$ cat src/hw/rtl/ilsu_pkg.sv
// Package: word types, command and status codes for the indexed list store.
package ilsu_pkg;

    localparam int POS_W  = 9;
    localparam int DATA_W = 32;
    localparam int CNT_OUT_W = 9;

    localparam logic [2:0] CMD_READ       = 3'd0;
    localparam logic [2:0] CMD_INS_HEAD   = 3'd1;
    localparam logic [2:0] CMD_INS_TAIL   = 3'd2;
    localparam logic [2:0] CMD_INS_AT     = 3'd3;
    localparam logic [2:0] CMD_DELETE     = 3'd4;

    localparam logic [1:0] ST_OK    = 2'd0;
    localparam logic [1:0] ST_RANGE = 2'd1;
    localparam logic [1:0] ST_FULL  = 2'd2;

    typedef struct packed {
        logic [2:0]              command;
        logic [POS_W-1:0]        position;
        logic signed [DATA_W-1:0] value;
    } req_word_t;

    typedef struct packed {
        logic signed [DATA_W-1:0] read_value;
        logic [1:0]               status;
        logic [CNT_OUT_W-1:0]     count;
    } rsp_word_t;

    // Control broadcast to every cell of the chain
    typedef struct packed {
        logic                     ins;
        logic                     del;
        logic signed [DATA_W-1:0] value;
    } cell_ctl_t;

endpackage

$ cat src/hw/rtl/ilsu_cell.sv
// One storage cell of the list chain: holds one entry, shifts with its neighbors.
module ilsu_cell #(
    parameter int IDX_W = 8,
    parameter int INDEX = 0
) (
    input  logic                            clk,
    input  ilsu_pkg::cell_ctl_t             ctl,
    input  logic [IDX_W-1:0]                sel_pos,
    input  logic signed [ilsu_pkg::DATA_W-1:0] left_data,
    input  logic signed [ilsu_pkg::DATA_W-1:0] right_data,
    output logic signed [ilsu_pkg::DATA_W-1:0] data,
    output logic signed [ilsu_pkg::DATA_W-1:0] rd_data
);
    import ilsu_pkg::*;

    localparam logic [IDX_W-1:0] MY_IDX = IDX_W'(INDEX);

    logic signed [DATA_W-1:0] data_reg;
    logic signed [DATA_W-1:0] data_next;
    logic                     hit;
    logic                     above;

    assign hit   = (sel_pos == MY_IDX);
    assign above = (MY_IDX > sel_pos);

    always_comb
    begin
        data_next = data_reg;
        if (ctl.ins)
        begin
            if (hit)
                data_next = ctl.value;
            else if (above)
                data_next = left_data;
        end
        else if (ctl.del)
        begin
            if (hit || above)
                data_next = right_data;
        end
    end

    always_ff @(posedge clk)
    begin
        data_reg <= data_next;
    end

    assign data    = data_reg;
    assign rd_data = hit ? data_reg : '0;

endmodule

$ cat config.mk
export PLATFORM = sky130hd
export DESIGN_NAME = ilsu_cell
export DESIGN_NICKNAME = d
export VERILOG_FILES = /design/src/hw/rtl/ilsu_pkg.sv /design/src/hw/rtl/ilsu_cell.sv
export SDC_FILE = /design/constraint.sdc
export NUM_CORES = 1
export LEC_CHECK = 0
export ABC_CLOCK_PERIOD_IN_PS = 6270
export BUFFER_PORTS_ARGS = -buffer_cell sky130_fd_sc_hd__buf_2
export CORE_MARGIN = 8
export CORE_UTILIZATION = 42
export CTS_CLUSTER_DIAMETER = 60
export DETAILED_ROUTE_END_ITERATION = 16
export GPL_TIMING_DRIVEN = 0
export HOLD_SLACK_MARGIN = 0.08
export PLACE_DENSITY = 0.87
export SYNTH_ARGS = -nofsm -noshare
export SYNTH_HDL_FRONTEND = slang
export SYNTH_SLANG_ARGS = --single-unit
$ cat constraint.sdc
create_clock -name clk -period 6.27 [get_ports clk]
set_input_delay 0.9405 -clock clk [delete_from_list [all_inputs] [get_ports clk]]
set_output_delay 0.9405 -clock clk [all_outputs]
set_load 0.1 [all_outputs]
# ---- Word-level counts from Yosys, hierarchy flattened
# Cells that the tools add are included.
dict set report op_classes {
  n_reduce_logical 5
  n_eq_ne 1
  n_lt_le_gt_ge 1
  n_mux 6
}
# op count
set op_table {}
lappend op_table {{$mux 32} 6}
lappend op_table {{$gt 1x8->1 const A} 1}
lappend op_table {{$logic_not 8->1} 1}
lappend op_table {{$reduce_bool 2->1} 2}
lappend op_table {{$ne 3x1->1 const B} 1}
lappend op_table {{$reduce_and 3->1} 1}
lappend op_table {{$logic_or 1x1->1} 1}
dict set report totals {
  output_inout_bits 64
  word_cells 14
  input_bits 107
  register_bits 32
}

# ---- Depth between registers and ports, before layout
# Gate-level depths: netlist (run 1).
dict set report logic_depth {
  depth_word 5
  ltp_mapped 4
  mapped_depth_nobuf 3
}

# ---- Worst setup path after synthesis (run 1)
# No wires, ideal clock.
dict set report synth_timing {
  kind {in2reg}
  from {input sel_pos[3]}
  to {register data_reg[0], in the netlist data[0] (enable)}
  path_stages 3
  arrival_ns 3.936
  path_buffers 1
  path_slack_ns 1.873
  t_required_ns 5.809
  setup_ns 0.461
  cell_sequence {or4_4 > clkbuf_2 > nor3_1}
}
dict set report synth_via {
  elab_chain_cells 4
  elab_cells_between_ends 6
  classes_between {order compare: 1; eq/ne: 1; reduce/logical: 4}
}
# element line_no
set synth_lines {}
lappend synth_lines {{start: declaration} ilsu_cell.sv:8} ;# input logic [IDX_W-1:0] sel_pos,
lappend synth_lines {{$gt 1x8->1 or $logic_not 8->1 (tied branches)} {ilsu_cell.sv:24, ilsu_cell.sv:23}}
lappend synth_lines {{$logic_or 1x1->1} ilsu_cell.sv:38} ;# if (hit || above)
lappend synth_lines {{$reduce_bool 2->1 (no source line)} -}
lappend synth_lines {{$reduce_and 3->1 (no source line) *} -}
lappend synth_lines {{end signal: assignment} ilsu_cell.sv:45} ;# data_reg <= data_next;
lappend synth_lines {{end: declaration} ilsu_cell.sv:18} ;# logic signed [DATA_W-1:0] data_reg;
# Every way passes the cells marked *; elsewhere a longest branch is shown, timed or not.
# A chain may end at the register's enable or synchronous reset.

# ---- Worst setup path after layout (run 1)
dict set report layout_timing {
  from {input sel_pos[3]}
  to {output rd_data[11] in the netlist's numbering}
}
dict set report layout_via {
  elab_chain_cells 2
}
# element line_no
set layout_lines {}
lappend layout_lines {{$logic_not 8->1} ilsu_cell.sv:23} ;# assign hit = (sel_pos == MY_IDX);
lappend layout_lines {{$mux 32} ilsu_cell.sv:49} ;# assign rd_data = hit ? data_reg : '0;
lappend layout_lines {{end: declaration} ilsu_cell.sv:12} ;# output logic signed [ilsu_pkg::DATA_W-1:0] rd_data
# Every way passes these cells.

==> results by group, run 1 <==
Outcome
  • Run status: finished clean

Synthesis
  • Number of storage elements in the synthesis netlist: 32
  • Mean instance size in the synthesized netlist: 9.12 um^2
  • Synth Warn #: 0
  • Post-synthesis sequential area ratio: 0.473
  • Post-synth design cell area: 0.00203 mm^2
  • Syn Nets: 330
  • Post-synthesis cell count: 223
  • Synth cell types: 15

Finish
  • Nets@finish: 508
  • Seq. cell area: 961 um^2
  • Combined area of the multi-input logic cells: 920 um^2
  • Final-layout fill cell count: 414
  • Post-layout util: 0.650
  • Diodes inserted: 0
  • Layout cells sized above 1: 0.491
  • Layout Area Growth over Synthesis: 50.1%
  • Fin cells: 455
  • Max reg flops: 32

Worst setup path
  • Required time at the worst-slack endpoint: 5.33 ns
  • Worst endpoint data arrival time: 2.71 ns
  • Last element of the critical path: rd_data[11]
  • Startpoint type of the worst setup path: input pin
  • Kind of end point of the critical path: primary output
  • Critical path launch point: sel_pos[3]
  • Setup Crit Path Kind: input pin to primary output
  • Worst-path fanout max: 10

Clock tree
  • Root buf cell: clkbuf_8
  • Register clock-pin slew on the reported worst setup and hold paths: 0.07 ns
  • CTS H-tree depth: 2
  • Total setup buffers inserted after CTS: 0
  • Clock tree sinks: 32
  • Cts repair resizes: 0
  • Post-CTS Hold Fix Bufs: 0
  • Number of clock buffers inserted by TritonCTS: 5
  • Maximum number of buffers from clock root to sink: 2
  • TritonCTS clock tree: built

Drt
  • Overall via count from detail_route: 2518
  • Average vias per placed instance: 5.53
  • Post-route DRC: 0
  • WL per Instance: 18.1 um
  • Number of nets with antenna violations after detailed routing: 0
  • Total length of routed wires: 8220 um
  • First-pass iteration count of the detailed router: 4
  • DRC marker count from the first detailed-route iteration: 164

Power
  • Max rail drop VDD: 0.0000857 V
  • Net switching fraction of the power: 0.251
  • Static leakage: 1.50 nW
  • Power dissipated by switching net loads: 0.000118 W
  • Ratio of total power to cell area: 154 mW/mm^2
  • Relative contribution of combinational cells to total power: 0.185
  • Clk network pwr share: 0.310
  • Sequential share of power: 0.505
  • Total internal power: 0.000353 W

STA
  • RSZ-0062 raised after global routing: false
  • Count of final hold-check violations: 0
  • Final setup slack of the worst path: 2.62 ns
  • Slew margin rel.: 0.513
  • Max Clk Rate: 0.274 GHz
  • Accumulated negative setup slack: 0 ns
  • Transition time at the pin with the least slew margin: 0.725 ns
  • Final period demand of the worst path: 3.65 ns
  • Max-slew violation total from the final report: 0
  • Final-report setup violation count: 0
  • Period utilization: 0.582
  • Final Hold Slack: 1.01 ns

Place
  • Worst slack after detailed placement: 2.61 ns
  • Total placed cells including tap cells: 448
  • Final weighted congestion of routability-driven global placement: 0.857
  • Number of port buffers: 169
  • HPWL after DPL: 6470 um

Global routing
  • Number of antenna violations at the first check in global routing: 0
  • Total Routing Usage GR: 0.212
  • Global-route wire length before repair: 12400 um
  • Number of global-route vias before repair: 2472
  • Overflow after GRT: 0
  • Largest net degree at the start of global routing: 14

Floorplan
  • Starting density of the core: 0.433
  • Core area: 0.00469 mm^2
  • Area of the die: 0.00732 mm^2
  • Number of rows created at floorplan: 25
  • Die extent in x: 85.6 um
  • Count of boundary I/O pins: 171
  • Die H: 85.6 um

Run
  • Max-cap violations: 0

Min path
  • Worst min-delay path class: input pin to flip-flop
## how the worst min path moves through the flow
stage / start / to / depth (start not counted)
2_1_floorplan: right_data[10] / data[10]$_DFFE_PP_ / 2
3_3_place_gp: right_data[15] / data[15]$_DFFE_PP_ / 3
3_5_place_dp: right_data[19] / data[19]$_DFFE_PP_ / 3
4_1_cts: right_data[24] / data[24]$_DFFE_PP_ / 3
5_1_grt: right_data[19] / data[19]$_DFFE_PP_ / 3
6_report: right_data[21] / data[21]$_DFFE_PP_ / 3
## critical path: stages
cell and delay [ns]:
buf_2 0.12, nor4_4 0.65, clkbuf_1 0.35, and3_1 0.22, buf_2 0.43
## cells in the mapped netlist
library cell / n / area (um^2)
a31oi_1: 32 / 200
and3_1: 32 / 200
buf_2: 2 / 10.0
buf_4: 3 / 22.5
buf_6: 6 / 67.6
clkbuf_1: 10 / 37.5
clkbuf_2: 4 / 20.0
edfxtp_1: 32 / 961
nand3_1: 32 / 160
nor2_1: 33 / 124
nor3_1: 1 / 5.00
nor4_4: 2 / 42.5
o21ai_0: 3 / 15.0
o21ai_1: 29 / 145
or4_4: 2 / 22.5
## metal layers
layer | global-route usage | up-vias | share of wire
met2 | 0.377 | 163 | 0.53
li1 | - | 1202 | -
met5 | 0 | - | 0
met3 | 0.0525 | 18 | 0.097
met1 | 0.235 | 1135 | 0.35
met4 | 0.0844 | 0 | 0.024
## layout make-up
cell class,instances,area share
repair buffers,171,0.285
multi-input cells,166,0.301
clock buffers,6,0.0238
plain buffers,25,0.0517
flip-flops and latches,32,0.315
clock inverters,1,0.00164
well taps,54,0.0221
## cell families (layout without fill, tap and decap cells)
group | count (synthesis) | count (layout) | synth area share
flip-flops | 32 | 32 | 0.473
buffers and inverters | 25 | 203 | 0.0775
AO/OA/AOI/OAI | 64 | 64 | 0.177
AND/OR/NAND/NOR | 102 | 102 | 0.273
## power by group through the flow
stage | sequential, W | combinational (W) | clock [W]
final | 0.000238 | 0.0000871 | 0.000146
after global routing | 0.000238 | 0.0000950 | 0.000157
after detailed placement | 0.000243 | 0.0000858 | 0
after floorplan | 0.000247 | 0.0000365 | 0
after CTS | 0.000238 | 0.0000863 | 0.000151
after global placement | 0.000243 | 0.0000827 | 0
## cell usage in the layout (no fill, tap or decap)
| master | count |
|---|---|
| buf_6 | 8 |
| buf_4 | 3 |
| a31oi_1 | 32 |
| clkbuf_8 | 5 |
| nand3_1 | 32 |
| o21ai_1 | 29 |
| clkinv_2 | 1 |
| nor2_1 | 33 |
| nor4_4 | 2 |
| buf_2 | 171 |
| or4_4 | 2 |
| o21ai_0 | 3 |
| edfxtp_1 | 32 |
| and3_1 | 32 |
| nor3_2 | 1 |
| clkbuf_1 | 11 |
| clkbuf_2 | 4 |
## metrics by stage
step	cell area (um^2)	power [W]
after floorplan	2030	0.000284
after detailed placement	2970	0.000328
final	3050	0.000471
after global placement	2950	0.000325
after CTS	3050	0.000475
after global routing	3050	0.000490
(Power assumes the default switching activity.)
==> inputs of run 2 (changes only) <==
Settings changed: ABC_CLOCK_PERIOD_IN_PS 6270 to 3120, CORE_UTILIZATION 42 to 35, PLACE_DENSITY 0.87 to 0.77.
Clock period 6.27 ns to 3.12 ns, I/O delays scaled along.
==> run 2 against run 1 <==
Net effect:
- critical path type unchanged
- sequential power up 100%
- setup slack worse by 2.2 ns
- largest power group unchanged
- sequential share of layout area down 0.22 points
- flip-flop and latch count unchanged
- critical path depth unchanged
- combinational power up 100%
- first-iteration DRC count down 32%
- count of clock-buffer cells in the layout unchanged
- core utilization down 9.9 points
- clock power up 100%
- total power up 100%
- die area up 16%
==> results by group, run 2 (same netlist as run 1, synthesis figures left out) <==
Drt
  • Number of nets with antenna violations after detailed routing: 0
  • Total length of routed wires: 8270 um
  • Average vias per placed instance: 5.20
  • Overall via count from detail_route: 2453
  • First-pass iteration count of the detailed router: 4
  • DRC marker count from the first detailed-route iteration: 112
  • Post-route DRC: 0
  • WL per Instance: 17.5 um

Worst setup path
  • Cell repeated most along the worst path: buf_2
  • Count of buffer and inverter cells on the critical path: 3
  • Worst endpoint data arrival time: 2.22 ns
  • List of cells traversed by the critical path: buf_2 > nor4_4 > clkbuf_1 > and3_1 > buf_2
  • Required time at the worst-slack endpoint: 2.65 ns
  • Worst-path fanout max: 10
  • Crit-path max cell delay: 0.61 ns
  • Cell with the biggest individual delay on the critical path: nor4_4
  • Setup Crit Path Kind: input pin to primary output
  • Startpoint type of the worst setup path: input pin
  • Kind of cell adding the most delay to the critical path: buffers and inverters
  • Kind of end point of the critical path: primary output

Finish
  • Most common cell after layout, fill and taps aside: buf_2
  • Diodes inserted: 0
  • Max reg flops: 32
  • Nets@finish: 507
  • Design Area, Final: 0.00307 mm^2
  • Final-layout fill cell count: 545
  • Commonest cells after routing, fill and taps aside: buf_2, nor2_1
  • Layout cells sized above 1: 0.490
  • Layout Area Growth over Synthesis: 51.1%

Run
  • Max-cap violations: 0

Global routing
  • Number of global-route vias before repair: 2645
  • Global-route wire length before repair: 13000 um
  • Total Routing Usage GR: 0.187
  • Number of antenna violations at the first check in global routing: 0
  • Overflow after GRT: 0
  • Largest net degree at the start of global routing: 18

Place
  • Number of port buffers: 169
  • Post-detailed-placement cell area: 0.00300 mm^2
  • Final weighted congestion of routability-driven global placement: 0.869
  • HPWL after DPL: 6570 um

Clock tree
  • Maximum number of buffers from clock root to sink: 2
  • Root buf cell: clkbuf_8
  • Post-CTS Hold Fix Bufs: 0
  • CTS H-tree depth: 2
  • Number of clock buffers inserted by TritonCTS: 5
  • TritonCTS clock tree: built
  • Clock tree sinks: 32
  • Total setup buffers inserted after CTS: 0
  • Cts repair resizes: 0
  • Register clock-pin slew on the reported worst setup and hold paths: 0.07 ns

STA
  • Max Clk Rate: 0.373 GHz
  • Final period demand of the worst path: 2.68 ns
  • Slew margin rel.: 0.406
  • Final-report setup violation count: 0
  • RSZ-0062 raised after global routing: false
  • Period utilization: 0.860
  • Max-slew violation total from the final report: 0
  • Transition time at the pin with the least slew margin: 0.887 ns
  • Count of final hold-check violations: 0

Floorplan
  • Count of boundary I/O pins: 171
  • Core area: 0.00557 mm^2
  • Starting density of the core: 0.365
  • Die H: 92.2 um
  • Area of the die: 0.00850 mm^2
  • Die extent in x: 92.2 um
  • Number of rows created at floorplan: 27

Min path
  • Worst min-delay path class: input pin to flip-flop

Power
  • Max rail drop VDD: 0.000153 V
  • Overall power of the completed layout: 0.000947 W
  • Ratio of total power to cell area: 308 mW/mm^2
  • Static leakage: 1.50 nW

Outcome
  • Run status: finished clean
## run 2: cell count changes in the layout (fill, tap and decap cells not counted)
cell    before  now
buf_6        8    6
buf_8        0    1
nor3_2       1    0
nor3_4       0    1
## run 2: final timing paths
path	from	end	slack (ns)	cells after the start
setup / recovery	sel_pos[3]	rd_data[17]	0.44	5
hold / removal	right_data[26]	data[26]$_DFFE_PP_	0.54	3
## run 2: worst min-delay path: stages
cell	delay, ns
buf_2	0.07
nor2_1	0.03
a31oi_1	0.12
## run 2: cell type report
cell class,instances,area [um^2],area share
flip-flops and latches,32,961,0.313
multi-input cells,166,926,0.301
repair buffers,170,861,0.280
plain buffers,25,158,0.0513
well taps,72,90.1,0.0293
clock buffers,6,72.6,0.0236
clock inverters,1,5.00,0.00163
## run 2: per-layer routing
layer  vias to the layer above  part of all wire  GRT usage
li1                       1202                 -          -
met1                      1101              0.40      0.210
met2                       132              0.50      0.317
met3                        18             0.077     0.0603
met4                         0             0.025     0.0792
met5                         -                 0          0
## run 2: metrics by stage
stage                     instances  TNS (ns)  utilization  worst slack (ns)  hold WS (ns)
after floorplan                 223         0            -             0.188         0.717
after global placement          464    -19.28        0.534            -0.604         0.811
after detailed placement        465         0        0.537             0.369         0.817
after CTS                       472         0        0.551             0.413         0.529
after global routing            472         0        0.551             0.302         0.540
final                           472         0        0.551             0.436         0.540
## run 2: power breakdown
part           switching, W  internal, W
Combinational     0.0000932    0.0000804
Clock              0.000144     0.000151
Sequential      0.000000536     0.000478
Total              0.000238     0.000710
